## src/hdl/i2cseq_pkg.sv

```systemverilog
// ----------------------------------------------------------------------------
// i2cseq_pkg
// Shared types for the I2C master transaction sequencer: bus actions,
// error codes, the input item and the result item.
// ----------------------------------------------------------------------------
package i2cseq_pkg;

  // command codes of an input word
  localparam logic CMD_START = 1'b0;
  localparam logic CMD_EVENT = 1'b1;

  // action requested from the byte engine
  typedef enum logic [2:0] {
    ACT_NONE    = 3'd0,
    ACT_START   = 3'd1,
    ACT_WRITE   = 3'd2,
    ACT_RESTART = 3'd3,
    ACT_BEGIN   = 3'd4,
    ACT_READ    = 3'd5,
    ACT_STOP    = 3'd6
  } action_e;

  // transaction completion status
  typedef enum logic [1:0] {
    ERR_OK  = 2'd0,
    ERR_ARB = 2'd1,
    ERR_NAK = 2'd2
  } err_e;

  // one input word
  typedef struct packed {
    logic        cmd;
    logic [6:0]  slave_addr;
    logic [31:0] reg_addr;
    logic [2:0]  reg_addr_len;
    logic [15:0] tx_count;
    logic [15:0] rx_count;
    logic        arb_lost;
    logic        nak_seen;
    logic [7:0]  bus_rx_byte;
    logic [7:0]  tx_byte;
  } in_item_t;

  // one result word
  typedef struct packed {
    action_e     action;
    logic [7:0]  out_byte;
    logic        send_nack;
    logic        release_master;
    logic [7:0]  rx_data;
    logic        rx_valid;
    logic        done_res;
    err_e        error_code;
    logic [15:0] byte_count;
  } result_t;

endpackage

```

## src/hdl/i2cseq_core.sv

```systemverilog
// ----------------------------------------------------------------------------
// i2cseq_core
// Transaction state and the per-word decision logic. The result is
// combinational from the current word and state; the state advances
// when step_i is high.
// ----------------------------------------------------------------------------
module i2cseq_core #(
  parameter int MAX_ADDR_BYTES = 4,
  parameter int COUNT_BITS     = 16
) (
  input  logic                 clk_i,
  input  logic                 rst_ni,
  input  logic                 step_i,
  input  i2cseq_pkg::in_item_t item_i,
  output i2cseq_pkg::result_t  res_o
);

  localparam int AIW = (MAX_ADDR_BYTES > 1) ? $clog2(MAX_ADDR_BYTES) : 1;
  localparam logic [2:0] MAX_LEN = 3'(MAX_ADDR_BYTES);

  typedef logic [COUNT_BITS-1:0] cnt_t;

  localparam cnt_t CNT_ONE = cnt_t'(1);

  // transaction state
  logic [6:0]                      target_q, target_d;
  logic [MAX_ADDR_BYTES-1:0][7:0]  addr_q, addr_d;
  logic [2:0]                      addr_left_q, addr_left_d;
  cnt_t                            tx_left_q, tx_left_d;
  cnt_t                            rx_left_q, rx_left_d;
  cnt_t                            tx_total_q, tx_total_d;
  cnt_t                            rx_total_q, rx_total_d;
  logic                            reading_q, reading_d;
  logic                            rx_started_q, rx_started_d;
  logic                            busy_q, busy_d;

  cnt_t       txc, rxc, rx_dec, done_cnt;
  logic [2:0] alen, addr_dec;
  logic       load_read;
  logic [AIW-1:0] addr_idx;

  // decoded start fields and helpers
  always_comb begin
    txc       = cnt_t'(item_i.tx_count);
    rxc       = cnt_t'(item_i.rx_count);
    alen      = (item_i.reg_addr_len > MAX_LEN) ? MAX_LEN : item_i.reg_addr_len;
    load_read = (alen == 3'd0) && (txc == '0);
    addr_dec  = addr_left_q - 3'd1;
    addr_idx  = addr_dec[AIW-1:0];
    rx_dec    = rx_left_q - CNT_ONE;
    done_cnt  = (rx_total_q != '0) ? (rx_total_q - rx_left_q) : (tx_total_q - tx_left_q);
  end

  // decision and next state
  always_comb begin
    res_o        = '0;
    target_d     = target_q;
    addr_d       = addr_q;
    addr_left_d  = addr_left_q;
    tx_left_d    = tx_left_q;
    rx_left_d    = rx_left_q;
    tx_total_d   = tx_total_q;
    rx_total_d   = rx_total_q;
    reading_d    = reading_q;
    rx_started_d = rx_started_q;
    busy_d       = busy_q;
    if (item_i.cmd == i2cseq_pkg::CMD_START) begin
      if (txc == '0 && rxc == '0) begin
        // nothing to transfer, finish without touching the bus
        busy_d         = 1'b0;
        res_o.done_res = 1'b1;
      end else begin
        target_d       = item_i.slave_addr;
        addr_d         = item_i.reg_addr[8*MAX_ADDR_BYTES-1:0];
        addr_left_d    = alen;
        tx_left_d      = txc;
        tx_total_d     = txc;
        rx_left_d      = rxc;
        rx_total_d     = rxc;
        reading_d      = load_read;
        rx_started_d   = 1'b0;
        busy_d         = 1'b1;
        res_o.action   = i2cseq_pkg::ACT_START;
        res_o.out_byte = {item_i.slave_addr, load_read};
      end
    end else if (busy_q) begin
      if (item_i.arb_lost) begin
        busy_d               = 1'b0;
        res_o.action         = i2cseq_pkg::ACT_STOP;
        res_o.release_master = 1'b1;
        res_o.done_res       = 1'b1;
        res_o.error_code     = i2cseq_pkg::ERR_ARB;
      end else if (item_i.nak_seen && rx_left_q != CNT_ONE) begin
        busy_d               = 1'b0;
        res_o.action         = i2cseq_pkg::ACT_STOP;
        res_o.release_master = 1'b1;
        res_o.done_res       = 1'b1;
        res_o.error_code     = i2cseq_pkg::ERR_NAK;
      end else if (addr_left_q != 3'd0) begin
        // register address, most significant byte first
        res_o.action   = i2cseq_pkg::ACT_WRITE;
        res_o.out_byte = addr_q[addr_idx];
        addr_left_d    = addr_dec;
      end else if (tx_left_q != '0) begin
        res_o.action   = i2cseq_pkg::ACT_WRITE;
        res_o.out_byte = item_i.tx_byte;
        tx_left_d      = tx_left_q - CNT_ONE;
      end else if (rx_left_q != '0) begin
        if (!reading_q) begin
          res_o.action   = i2cseq_pkg::ACT_RESTART;
          res_o.out_byte = {target_q, 1'b1};
          reading_d      = 1'b1;
          rx_started_d   = 1'b0;
        end else if (!rx_started_q) begin
          // dummy read kicks off reception
          res_o.action    = i2cseq_pkg::ACT_BEGIN;
          res_o.send_nack = (rx_left_q == CNT_ONE);
          rx_started_d    = 1'b1;
        end else begin
          res_o.action         = i2cseq_pkg::ACT_READ;
          res_o.rx_data        = item_i.bus_rx_byte;
          res_o.rx_valid       = 1'b1;
          res_o.release_master = (rx_left_q == CNT_ONE);
          res_o.send_nack      = (rx_dec == CNT_ONE);
          rx_left_d            = rx_dec;
          if (rx_dec == '0) begin
            busy_d           = 1'b0;
            res_o.done_res   = 1'b1;
            res_o.byte_count = 16'(rx_total_q);
          end
        end
      end else begin
        // nothing left, normal stop
        busy_d               = 1'b0;
        res_o.action         = i2cseq_pkg::ACT_STOP;
        res_o.release_master = 1'b1;
        res_o.done_res       = 1'b1;
        res_o.error_code     = i2cseq_pkg::ERR_OK;
        res_o.byte_count     = 16'(done_cnt);
      end
    end
  end

  // state registers
  always_ff @(posedge clk_i or negedge rst_ni) begin
    if (!rst_ni) begin
      target_q     <= '0;
      addr_q       <= '0;
      addr_left_q  <= '0;
      tx_left_q    <= '0;
      rx_left_q    <= '0;
      tx_total_q   <= '0;
      rx_total_q   <= '0;
      reading_q    <= 1'b0;
      rx_started_q <= 1'b0;
      busy_q       <= 1'b0;
    end else if (step_i) begin
      target_q     <= target_d;
      addr_q       <= addr_d;
      addr_left_q  <= addr_left_d;
      tx_left_q    <= tx_left_d;
      rx_left_q    <= rx_left_d;
      tx_total_q   <= tx_total_d;
      rx_total_q   <= rx_total_d;
      reading_q    <= reading_d;
      rx_started_q <= rx_started_d;
      busy_q       <= busy_d;
    end
  end

`ifndef SYNTHESIS
  // address bytes never run past the configured maximum
  a_addr_left_max: assert property (@(posedge clk_i) disable iff (!rst_ni)
    addr_left_q <= MAX_LEN)
    else $error("address byte count above maximum");

  // remaining receive count never exceeds the loaded total
  a_rx_left_total: assert property (@(posedge clk_i) disable iff (!rst_ni)
    rx_left_q <= rx_total_q)
    else $error("receive count above total");

  // reception only begins after the read direction is set
  a_started_reading: assert property (@(posedge clk_i) disable iff (!rst_ni)
    rx_started_q |-> reading_q)
    else $error("reception started while writing");
`endif

endmodule

```

## src/hdl/i2c_master_transaction_sequencer.sv

```systemverilog
// ----------------------------------------------------------------------------
// i2c_master_transaction_sequencer
// Drives one I2C master transaction over a byte-level engine: START,
// register-address and data writes, repeated START, reception and STOP.
//
//   channel   handshake                 payload
//   in        in_valid_i / in_ready_o   cmd_i .. tx_byte_i
//   out       out_valid_o / out_ready_i action_o .. byte_count_o
//
// One word is taken per cycle while the result side is not stalled; after
// acceptance it passes through the input register, the decision logic and the
// result register, where its result is presented until it is taken.
// Reset clears the transaction state and both valid flags.
// A stalled result holds the pipe; a new word is still taken into the
// input register while it is empty or advancing.
// ----------------------------------------------------------------------------
module i2c_master_transaction_sequencer #(
  parameter int MAX_ADDR_BYTES = 4,
  parameter int COUNT_BITS     = 16
) (
  input  logic        clk_i,
  input  logic        rst_ni,
  input  logic        in_valid_i,
  output logic        in_ready_o,
  input  logic        cmd_i,
  input  logic [6:0]  slave_addr_i,
  input  logic [31:0] reg_addr_i,
  input  logic [2:0]  reg_addr_len_i,
  input  logic [15:0] tx_count_i,
  input  logic [15:0] rx_count_i,
  input  logic        arb_lost_i,
  input  logic        nak_seen_i,
  input  logic [7:0]  bus_rx_byte_i,
  input  logic [7:0]  tx_byte_i,
  output logic        out_valid_o,
  input  logic        out_ready_i,
  output logic [2:0]  action_o,
  output logic [7:0]  out_byte_o,
  output logic        send_nack_o,
  output logic        release_master_o,
  output logic [7:0]  rx_data_o,
  output logic        rx_valid_o,
  output logic        done_res_o,
  output logic [1:0]  error_code_o,
  output logic [15:0] byte_count_o
);

  logic                 in_valid_q;
  i2cseq_pkg::in_item_t in_q;
  logic                 out_valid_q;
  i2cseq_pkg::result_t  res_q, res_d;
  logic                 advance;

  // pipe control
  assign advance    = in_valid_q && (!out_valid_q || out_ready_i);
  assign in_ready_o = !in_valid_q || advance;

  // input register
  always_ff @(posedge clk_i or negedge rst_ni) begin
    if (!rst_ni) begin
      in_valid_q <= 1'b0;
    end else if (in_ready_o) begin
      in_valid_q <= in_valid_i;
    end
  end

  always_ff @(posedge clk_i) begin
    if (in_valid_i && in_ready_o) begin
      in_q.cmd          <= cmd_i;
      in_q.slave_addr   <= slave_addr_i;
      in_q.reg_addr     <= reg_addr_i;
      in_q.reg_addr_len <= reg_addr_len_i;
      in_q.tx_count     <= tx_count_i;
      in_q.rx_count     <= rx_count_i;
      in_q.arb_lost     <= arb_lost_i;
      in_q.nak_seen     <= nak_seen_i;
      in_q.bus_rx_byte  <= bus_rx_byte_i;
      in_q.tx_byte      <= tx_byte_i;
    end
  end

  // sequencing decision
  i2cseq_core #(
    .MAX_ADDR_BYTES(MAX_ADDR_BYTES),
    .COUNT_BITS    (COUNT_BITS)
  ) u_core (
    .clk_i (clk_i),
    .rst_ni(rst_ni),
    .step_i(advance),
    .item_i(in_q),
    .res_o (res_d)
  );

  // result register
  always_ff @(posedge clk_i or negedge rst_ni) begin
    if (!rst_ni) begin
      out_valid_q <= 1'b0;
    end else if (advance) begin
      out_valid_q <= 1'b1;
    end else if (out_ready_i) begin
      out_valid_q <= 1'b0;
    end
  end

  always_ff @(posedge clk_i) begin
    if (advance) begin
      res_q <= res_d;
    end
  end

  // outputs
  assign out_valid_o      = out_valid_q;
  assign action_o         = res_q.action;
  assign out_byte_o       = res_q.out_byte;
  assign send_nack_o      = res_q.send_nack;
  assign release_master_o = res_q.release_master;
  assign rx_data_o        = res_q.rx_data;
  assign rx_valid_o       = res_q.rx_valid;
  assign done_res_o       = res_q.done_res;
  assign error_code_o     = res_q.error_code;
  assign byte_count_o     = res_q.byte_count;

`ifndef SYNTHESIS
  // a delivered byte only comes with a read action
  a_rx_is_read: assert property (@(posedge clk_i) disable iff (!rst_ni)
    out_valid_o && rx_valid_o |-> action_o == i2cseq_pkg::ACT_READ)
    else $error("received byte without read action");

  // leaving master mode always closes the transaction
  a_release_done: assert property (@(posedge clk_i) disable iff (!rst_ni)
    out_valid_o && release_master_o |-> done_res_o)
    else $error("master released without completion");

  // an error ends with stop and no byte count
  a_err_stop: assert property (@(posedge clk_i) disable iff (!rst_ni)
    out_valid_o && error_code_o != i2cseq_pkg::ERR_OK
      |-> action_o == i2cseq_pkg::ACT_STOP && byte_count_o == 16'd0)
    else $error("error result without stop");

  // a stalled result keeps the input word waiting
  a_stall_holds: assert property (@(posedge clk_i) disable iff (!rst_ni)
    out_valid_o && !out_ready_i && in_valid_q |=> in_valid_q)
    else $error("input word lost during stall");
`endif

endmodule

```

## config.mk

```make
export PLATFORM = sky130hd
export DESIGN_NAME = i2c_master_transaction_sequencer
export DESIGN_NICKNAME = d
export VERILOG_FILES = /design/src/hdl/i2cseq_pkg.sv /design/src/hdl/i2cseq_core.sv /design/src/hdl/i2c_master_transaction_sequencer.sv
export SDC_FILE = /design/constraint.sdc
export NUM_CORES = 1
export LEC_CHECK = 0
export BUFFER_PORTS_ARGS = -buffer_cell sky130_fd_sc_hd__buf_2
export CAP_MARGIN = 40
export CORE_UTILIZATION = 30
export DETAILED_ROUTE_END_ITERATION = 12
export PLACE_DENSITY_LB_ADDON = 0.08
export SYNTH_ARGS = -nofsm -noshare
export SYNTH_HDL_FRONTEND = slang
export SYNTH_SLANG_ARGS = --single-unit
```

## constraint.sdc

```tcl
create_clock -name clk_i -period 3.65 [get_ports clk_i]
set_input_delay 0.365 -clock clk_i [delete_from_list [all_inputs] [get_ports clk_i]]
set_output_delay 0.365 -clock clk_i [all_outputs]
set_load 0.005 [all_outputs]
```

---- Word-level counts from Yosys, hierarchy flattened ----
Cells that the tools add are included.
storage, ports and cells
  bits of input ports ..................... 97
  bits in registers ....................... 245
  output and inout bits ................... 43
  word-level logic and storage cells ...... 188
cells by class
  add/subtract/negate cells ............... 5
  bitwise gates (word level) .............. 4
  muxes and demuxes ....................... 101
  reduce and logical (&&, ||, !) cells .... 27
  eq/ne operators ......................... 14
  order comparisons ....................... 2
operator list
  operator                                                                   count
  16-bit two-way mux                                                         24
  12-bit two-way mux                                                         8
  9-bit two-way mux                                                          7
  30-bit two-way mux                                                         2
  16-bit zero test                                                           3
  16-bit nonzero test                                                        3
  11-bit two-way mux                                                         4
  41-bit two-way mux                                                         1
  1-bit two-way mux                                                          39
  3-bit two-way mux                                                          13
  16-bit by 1-bit == test with 1-bit output (second input constant)          2
  16-bit by 1-bit subtractor with 16-bit output (second input constant)      2
  16-bit subtractor                                                          2
  8-bit binary-select mux with 2-bit select                                  1
  8-bit two-way mux                                                          2
  16-bit by 1-bit inequality test with 1-bit output (second input constant)  1
  2-bit by 1-bit inequality test with 1-bit output (second input constant)   6
  2-bit inequality test (second input constant)                              5
  10-bit AND reduction                                                       1
  8-bit AND reduction                                                        1
  7-bit AND reduction                                                        1
  7-bit OR reduction                                                         1
  6-bit AND reduction                                                        1
  6-bit OR reduction                                                         1
  13 further kinds                                                           22

---- Longest topological paths before layout ----
Gate-level depths: netlist (run 1).
  word-level depth ........................ 19
  gate-level depth with buffers ........... 12
  depth with buffers taken out ............ 10

---- Hierarchy ----
A second synthesis (run 1) with hierarchy kept.
second synthesis, totals
  cell total of the unflattened synthesis .. 1,140
  area, all modules ....................... 11,815.1 µm²
by module, submodules not included
  module                            sequential area each (µm²)  times used  area each (µm²)  cells an instance
  i2cseq_core                       2,727.6                     1           7,687.4          998
  i2c_master_transaction_sequencer  4,073.9                     1           4,127.7          142

---- Least setup slack after synthesis (run 1) ----
No wires, ideal clock.
  kind .................................... flip-flop to flip-flop
  start ................................... reg out_valid_q, in the netlist out_valid_o
  end ..................................... reg in_q[0] (netlist name), enable pin
  data required time ...................... 3.187 ns
  arrival time ............................ 2.718 ns
  slack ................................... 0.469 ns
  setup time .............................. 0.463 ns
  buffers on the path ..................... 0
  period minus slack after synthesis ...... 3.181 ns
  cell stages (with the launch flop) ...... 3
  path through ............................ dfrtp_1 -> nand3b_1 -> and2_1
on the way
  word-level cells in the longest chain between the ends .. 5
ends and longest elaborated chain
  item                    line                                     RTL
  start, declared         i2c_master_transaction_sequencer.sv:50   logic out_valid_q;
  start signal, assigned  i2c_master_transaction_sequencer.sv:97   out_valid_q <= 1'b0;
  start signal, assigned  i2c_master_transaction_sequencer.sv:99   out_valid_q <= 1'b1;
  start signal, assigned  i2c_master_transaction_sequencer.sv:101  out_valid_q <= 1'b0;
  1-bit zero test         i2c_master_transaction_sequencer.sv:55   assign advance = in_valid_q && (!out_valid_q || out_ready_i);
  1-bit logical OR        i2c_master_transaction_sequencer.sv:55
  1-bit logical AND       i2c_master_transaction_sequencer.sv:55
  1-bit logical OR        i2c_master_transaction_sequencer.sv:56   assign in_ready_o = !in_valid_q || advance;
  net in_ready_o          i2c_master_transaction_sequencer.sv:24   output logic in_ready_o,
  1-bit logical AND       i2c_master_transaction_sequencer.sv:68   if (in_valid_i && in_ready_o) begin
  end, declared           i2c_master_transaction_sequencer.sv:49   i2cseq_pkg::in_item_t in_q;
The timed path passes the listed nets, and every way through them passes these cells.
A chain may end at the register's enable or synchronous reset.

---- Final worst setup path (run 1) ----
  start ................................... reg u_core.rx_left_q[1]
  end ..................................... reg res_q (netlist bit byte_count_o[7]), data pin
on the way
  word-level cells in the longest chain between the ends .. 6
  elaborated cells on any way between the ends .. 12
  those cells by class .................... add/sub: 2; eq/ne: 1; mux: 5; reduce/logical: 4
ends and longest elaborated chain
  item                                           line                                     RTL
  start, declared                                i2cseq_core.sv:30                        cnt_t rx_left_q, rx_left_d;
  start signal, assigned                         i2cseq_core.sv:162                       rx_left_q <= rx_left_d;
  16-bit by 1-bit subtractor with 16-bit output  i2cseq_core.sv:50                        rx_dec = rx_left_q - CNT_ONE;
  16-bit zero test                               i2cseq_core.sv:126                       if (rx_dec == '0) begin
  16-bit two-way mux                             i2cseq_core.sv:126
  16-bit two-way mux                             i2cseq_core.sv:114                       end else if (!rx_started_q) begin
  16-bit two-way mux                             i2cseq_core.sv:109                       if (!reading_q) begin
  16-bit two-way mux                             i2cseq_core.sv:108                       end else if (rx_left_q != '0) begin
  end signal, assigned                           i2c_master_transaction_sequencer.sv:107  res_q <= res_d;
  end, declared                                  i2c_master_transaction_sequencer.sv:51   i2cseq_pkg::result_t res_q, res_d;
Several ways; a longest one is shown, not always the timed one.

==> qor.yml, run 1 <==
outcome: "finished clean"
fp.dieH_um: 202
synth_top_cell_by_area: "edfxtp_1"
ioPinCount: 140
numCtsBuffers: 30
syn_avg_cell_area_sq_um: 10.6
leakage_nw: 6.46
worst-path-max-fanout: 10
cp_data_arrival_time_ns: 3.55
synth_flop_cell: "edfxtp_1"
final_nets: 1528
cp-end-kind: "register"
vdd_drop_max_mv: 0.406
finClkSkew_ns: 0.0268
min_path_cells: 3
clockRootBuffer: "clkbuf_16"
drive_above_1_share_pct: 18.6
post_synth_main_area_contributors: "edfxtp_1 (33%), dfrtp_1 (23%), nand2_1 (8.5%)"
synth_cell_types: 84
p_per_area_mw_per_mm2: 597
ys_warn_count: 0
cts_max_path_buffers: 3
cts_resized: 0
gp_congestion: 0.873
reg2reg_from: "u_core.rx_left_q[1]$_DFFE_PN0P_"
clock-sinks: 245
dpl.hpwl_um: 26000
timing.rr.end: "byte_count_o[7]$_SDFFCE_PP0P_"
synth_edf_count: 134
tritoncts: "yes"
setup_viol: 0
synthCells: 1141
num_rows: 73
detail_route.vias_per_cell: 4.91
antenna_found_initial: 0
slowest_stage: "or3b_1"
grt_pass1_wl_um: 56400
worstSetupPathType: "register to register"
dp_cells: 1791
min_to: "out_valid_o$_DFFE_PN0P_"
first_pass_iters: 5
fill_cells: 3977
tightestPinTransition_ns: 0.843
max_cap_viol_count: 0
period_share_pct: 88.6
n_antenna_cell: 0
tns_ns: 0
grt_start_max_net_pins: 59
utilization_pct: 39.0
grtUsageTotal_pct: 17.8
clock_latency_ns: 0.59
htreeDepth: 1
die_w_um: 202
worstSetupStartpointType: "register"
hold_class: "input port to register"
avgRoutedWirePerCell_um: 18.7
yosysTopAreaCellShare_pct: 33.4
syn_area_sq_mm: 0.0121
clock.fmax_ghz: 0.309
ys_seq_area_share_pct: 56.4
coreArea_sq_mm: 0.0396
relSlewSlack_pct: 43.8
rsz0062_at_grt: "no"
finalCriticalPeriod_ns: 3.23
crit_chain: "inv_1 -> ha_1 -> or3b_1 -> or3_1 -> nand4bb_1 -> nor4_4 -> and2_1 -> a222oi_1 -> nor2_1"
syn_nets: 1276
start_util_pct: 30.4
num_vias: 9527
ys_ff_latch: 245
final_cells: 1942
slowest_delay_ns: 0.50
syn_to_final_growth_pct: 28.3
postCtsSetupRepairBufs: 0
wl_um: 36400
async_reset_ff_share_pct: 45.3
finalHoldViolCount: 0
overflow: 0
maxSlewViolCount: 0
ant_nets: 0
grt_pass1_vias: 9530
path_clk_slew_ns: 0.06
r2r_cells: 9
worstHoldStart: "out_ready_i"
drtIter0Drc: 575
r2r_slack_ns: 0.42
portBuffers: 139
design.die.area_sq_mm: 0.0410
drcViolationCount: 0
worstPathRequired_ns: 3.96
-- routing by layer --
metal	routed length, um	track usage [%]	vias to the layer above
li1	-	-	4668
met1	17100	25.0	4615
met2	17000	28.5	189
met3	1270	2.25	55
met4	921	5.48	0
met5	0	0	-
-- synthesized netlist by cell type, drive strengths merged, types with 3 or more instances --
library cell  count
ha               36
a211oi            9
a21oi            52
inv              50
a2bb2oi          10
a221oi            3
or3               9
o32ai            10
nor2b             6
o21ai            45
mux2i             9
or4               3
nor2             59
mux4              8
a21o              9
dfrtp           111
nor4             25
a211o             3
a32oi             4
o311ai            5
a32o              3
a31oi            13
and3              7
or2               4
and2             14
o211ai            7
buf              13
edfxtp          134
nor3             33
clkbuf           37
a21boi            3
xor2              7
xnor2             8
a22oi             7
nand4             6
o21a             12
nand2           274
o22ai            11
a41oi             3
nand3            18
o31ai            14
nand2b           11
-- report_power, final --
group,total (mW),switching [mW],internal [mW]
Combinational,2.49,1.46,1.03
Sequential,3.66,0.350,3.31
Clock,3.09,1.23,1.85
Total,9.23,3.04,6.19
-- layout by cell type, fill, tap and decap left out, types with 18 or more instances in the layout --
cell and count:
nor2_1 57, dfrtp_1 111, ha_1 36, buf_2 138, inv_1 49, clkbuf_16 30
buf_4 36, nand3_1 18, a21oi_1 52, nor4_1 22, dlygate4sd3_1 95, edfxtp_1 134
nor3_1 29, nand2_1 273, o21ai_0 39
-- worst max-delay path: cells and delay by family (launching register included) --
family          cells  cell delay (ns)
compound gates      1             0.39
fa+ha+maj           1             0.38
buf+inv             1             0.16
flops               1             0.46
simple gates        6             1.59
-- what timing repair did --
action	4_1_cts	5_1_grt
hold endpoints to repair	128	0
hold buffers	95	0
endpoints found under the setup margin	0	0
-- worst max path at each step --
stage	start	endpoint	slack, ns	depth (start not counted)
finish	u_core.rx_left_q[1]$_DFFE_PN0P_	byte_count_o[7]$_SDFFCE_PP0P_	0.42	9
global route	u_core.rx_left_q[1]$_DFFE_PN0P_	byte_count_o[7]$_SDFFCE_PP0P_	0.27	9
CTS	u_core.rx_left_q[1]$_DFFE_PN0P_	byte_count_o[7]$_SDFFCE_PP0P_	0.42	9
detailed placement	u_core.rx_left_q[1]$_DFFE_PN0P_	byte_count_o[7]$_SDFFCE_PP0P_	0.45	9
global placement	u_core.rx_left_q[1]$_DFFE_PN0P_	byte_count_o[7]$_SDFFCE_PP0P_	0.52	9
floorplan	out_valid_o$_DFFE_PN0P_	in_q[0]$_DFFE_PP_	0.47	2
-- sequential cells by signal, summed over array words and instances, names as in the netlist, 2 cells and up --
register,flops
u_core.rx_total_q,16
rx_data_o,8
byte_count_o,16
out_byte_o,8
in_q,93
u_core.addr_left_q,3
error_code_o,2
u_core.tx_left_q,16
u_core.tx_total_q,16
u_core.rx_left_q,16
u_core.addr_q,32
u_core.target_q,7
action_o,3
-- per-stage QoR --
stage               setup slack (ns)  hold WS, ns  area (sq um)  power (mW)
finish                         0.415       0.0724         15500        9.23
global route                   0.272       0.0832         15500        9.78
CTS                            0.420       0.0454         15500        9.34
detailed placement             0.450        0.420         13500        6.12
global placement               0.518        0.411         13500        6.13
floorplan                      0.469       0.0694         12100        5.28
-- final cells by class --
type	instances	area (sq um)	share of cell area (%)
inverters	50	188	1.21
repair buffers	270	1930	12.5
multi-input cells	796	4860	31.4
flip-flops and latches	245	6800	44.0
well taps	525	657	4.25
clock buffers	41	852	5.51
clock inverters	15	190	1.23
-- logic make-up (layout without fill, tap and decap cells) --
family	after synthesis	after routing	synth area share, %
AOI/OAI and AO/OA	242	242	14.0
xor gates and xnor gates	15	15	1.09
adders and majority gates	38	38	4.07
buffers and inverters	100	376	3.37
DFF	245	245	56.4
muxes	18	18	2.34
and+or+nand+nor	483	483	18.7
(Power assumes the default switching activity.)
==> inputs of run 2 (changes only) <==
--- a/config.mk
+++ b/config.mk
@@ -6,10 +6,11 @@
 export NUM_CORES = 1
 export LEC_CHECK = 0
 export BUFFER_PORTS_ARGS = -buffer_cell sky130_fd_sc_hd__buf_2
-export CAP_MARGIN = 40
+export CAP_MARGIN = 10
 export CORE_UTILIZATION = 30
 export DETAILED_ROUTE_END_ITERATION = 12
-export PLACE_DENSITY_LB_ADDON = 0.08
+export PLACE_DENSITY = 0.51
+export REMOVE_ABC_BUFFERS = 1
 export SYNTH_ARGS = -nofsm -noshare
 export SYNTH_HDL_FRONTEND = slang
 export SYNTH_SLANG_ARGS = --single-unit
==> run 2 against run 1 <==
Register-to-register slack gained 0.05 ns. Final area shrank 0.33%. Largest power group unchanged. Final cell count shrank 0.67%. Sequential share of layout area grew 0.15 points. Via count grew 0.17%. Core utilization shrank 0.13 points. Global-route usage shrank 0.76 points. Critical path depth grew 1. Largest cell class unchanged. Combinational power is essentially flat. Clock skew shrank 0.012 ns. Die area is the same. First-iteration DRC count shrank 0.52%.
==> qor.yml, run 2 (synthesis gave the netlist of run 1 again) <==
worstSetupStartpointType: "register"  # unchanged
coreArea_sq_mm: 0.0396  # unchanged
avgRoutedWirePerCell_um: 17.8  # was 18.7 um
largest_reg_flops: 93  # unchanged
syn_to_final_growth_pct: 27.9  # was 28.3%
regMostFlops: "in_q"  # unchanged
timing.rr.end: "u_core.rx_left_q[13]$_DFFE_PN0P_"  # was byte_count_o[7]$_SDFFCE_PP0P_
worstHoldStart: "out_ready_i"  # unchanged
period_share_pct: 87.2  # was 88.6%
cp-end-kind: "register"  # unchanged
vdd_drop_max_mv: 0.367  # was 0.406 mV
wl_um: 34200  # was 36,400 um
utilization_pct: 38.9  # was 39.0%
ctsHoldBuffers: 95  # unchanged
slowest_stage: "or3b_2"  # was or3b_1
layout_commonest_cell: "nand2_1"  # unchanged
fp.dieH_um: 202  # unchanged
drcViolationCount: 0  # unchanged
cp_data_arrival_time_ns: 3.62  # was 3.55 ns
first_pass_iters: 7  # was 5
grt_pass1_vias: 9780  # was 9,530
gp_congestion: 0.866  # was 0.873
placed_cell_area_sq_mm: 0.0134  # was 0.0135 sq mm
max_cap_viol_count: 0  # unchanged
design.die.area_sq_mm: 0.0410  # unchanged
antenna_found_initial: 0  # unchanged
stdcell_area_sq_mm: 0.0154  # was 0.0155 sq mm
mostFrequentLayoutCells: "nand2_1 (273), buf_2 (138), edfxtp_1 (134)"  # unchanged
dpl.hpwl_um: 23600  # was 26,000 um
largestRegisters: "in_q (93), u_core.addr_q (32)"  # unchanged
num_vias: 9543  # was 9,527
path_buf_inv: 2  # was 1
n_antenna_cell: 0  # unchanged
p_per_area_mw_per_mm2: 599  # was 597 mW/mm^2
totalPowerFinal_mw: 9.24  # was 9.23 mW
crit_family: "simple AND/OR/NAND/NOR gates"  # unchanged
worstSetupPathType: "register to register"  # unchanged
clock-sinks: 245  # unchanged
reg2reg_from: "u_core.tx_left_q[1]$_DFFE_PN0P_"  # was u_core.rx_left_q[1]$_DFFE_PN0P_
finalCriticalPeriod_ns: 3.18  # was 3.23 ns
crit_chain: "inv_1 -> ha_1 -> or3b_2 -> nor4_2 -> buf_4 -> o2111a_1 -> nand4b_2 -> or3_4 -> nor4_1 -> o32ai_1"  # was inv_1 -> ha_1 -> or3b_1 -> or3_1 -> nand4bb_1 -> nor4_4 -> and2_1 -> a222oi_1 -> nor2_1
leakage_nw: 6.43  # was 6.46 nW
tightestPinTransition_ns: 0.904  # was 0.843 ns
num_rows: 73  # unchanged
drtIter0Drc: 572  # was 575
detail_route.vias_per_cell: 4.95  # was 4.91
die_w_um: 202  # unchanged
postCtsSetupRepairBufs: 0  # unchanged
rsz0062_at_grt: "no"  # unchanged
whs_ns: 0.0893  # was 0.0724 ns
finalHoldViolCount: 0  # unchanged
portBuffers: 139  # unchanged
ioPinCount: 140  # unchanged
worst-path-max-fanout: 13  # was 10
numCtsBuffers: 29  # was 30
r2r_slack_ns: 0.47  # was 0.42 ns
grt_pass1_wl_um: 54900  # was 56,400 um
clockRootBuffer: "clkbuf_16"  # unchanged
worstPathRequired_ns: 4.09  # was 3.96 ns
htreeDepth: 1  # unchanged
overflow: 0  # unchanged
hold_class: "input port to register"  # unchanged
path_clk_slew_ns: 0.06  # about the same
cts_max_path_buffers: 3  # unchanged
slowest_delay_ns: 0.52  # was 0.50 ns
cts_resized: 0  # unchanged
tns_ns: 0  # unchanged
outcome: "finished clean"  # unchanged
grt_start_max_net_pins: 112  # was 59
r2r_cells: 10  # was 9
final_nets: 1516  # was 1,528
grtUsageTotal_pct: 17.0  # was 17.8%
drive_above_1_share_pct: 17.7  # was 18.6%
setup_viol: 0  # unchanged
start_util_pct: 30.4  # unchanged
min_path_cells: 3  # unchanged
maxSlewViolCount: 0  # unchanged
clock_latency_ns: 0.57  # was 0.59 ns
ant_nets: 0  # unchanged
min_to: "out_valid_o$_DFFE_PN0P_"  # unchanged
finClkSkew_ns: 0.0148  # was 0.0268 ns
relSlewSlack_pct: 39.7  # was 43.8%
clock.fmax_ghz: 0.314  # was 0.309 GHz
tritoncts: "yes"  # unchanged
## run 2: cell count changes in the layout (fill, tap and decap cells not counted), sizes merged
| cell | delta |
|---|---|
| clkinvlp | -1 |
| bufinv | +2 |
| buf | -11 |
| inv | +1 |
| clkinv | -1 |
| clkbuf | -3 |
## run 2: worst max path at each step
stage / slack, ns / to / start / cells after the start
final: 0.47 / u_core.rx_left_q[13]$_DFFE_PN0P_ / u_core.tx_left_q[1]$_DFFE_PN0P_ / 10
after global routing: 0.27 / u_core.rx_left_q[10]$_DFFE_PN0P_ / u_core.tx_left_q[1]$_DFFE_PN0P_ / 10
after CTS: 0.49 / u_core.rx_left_q[13]$_DFFE_PN0P_ / u_core.tx_left_q[1]$_DFFE_PN0P_ / 10
after detailed placement: 0.51 / u_core.rx_left_q[13]$_DFFE_PN0P_ / u_core.tx_left_q[1]$_DFFE_PN0P_ / 10
after global placement: 0.55 / u_core.rx_left_q[13]$_DFFE_PN0P_ / u_core.tx_left_q[1]$_DFFE_PN0P_ / 10
after floorplan: -2.10 / u_core.rx_left_q[5]$_DFFE_PN0P_ / in_q[92]$_DFFE_PP_ / 2
## run 2: metrics by stage
step / instances / setup WS (ns)
floorplan: 1091 / -2.10
global placement: 1780 / 0.546
detailed placement: 1780 / 0.511
CTS: 1929 / 0.492
global route: 1929 / 0.271
finish: 1929 / 0.469
## run 2: worst reg2reg max path, stage by stage, from the launching register on
cell      delay [ns]
dfrtp_1         0.41
inv_1           0.09
ha_1            0.20
or3b_2          0.52
nor4_2          0.29
buf_4           0.24
o2111a_1        0.26
nand4b_2        0.18
or3_4           0.47
nor4_1          0.28
o32ai_1         0.11
## run 2: power by group
group	internal [mW]	switching (mW)	total, mW
logic	1.03	1.43	2.46
clock network	1.94	1.19	3.13
registers	3.31	0.338	3.65
## run 2: layer usage
metal  wire (um)  track usage [%]
met1       15700             23.3
met2       16000             27.5
met3        1710             2.74
met4         877             5.21
met5           0                0
## run 2: layout make-up
class / count / area, sq um
clock buffer: 38 / 821
clock inverter: 16 / 223
fill: 3973 / 24200
inverter: 50 / 188
multi-input combinational: 796 / 4860
sequential: 245 / 6800
tap: 525 / 657
timing repair buffer: 259 / 1870
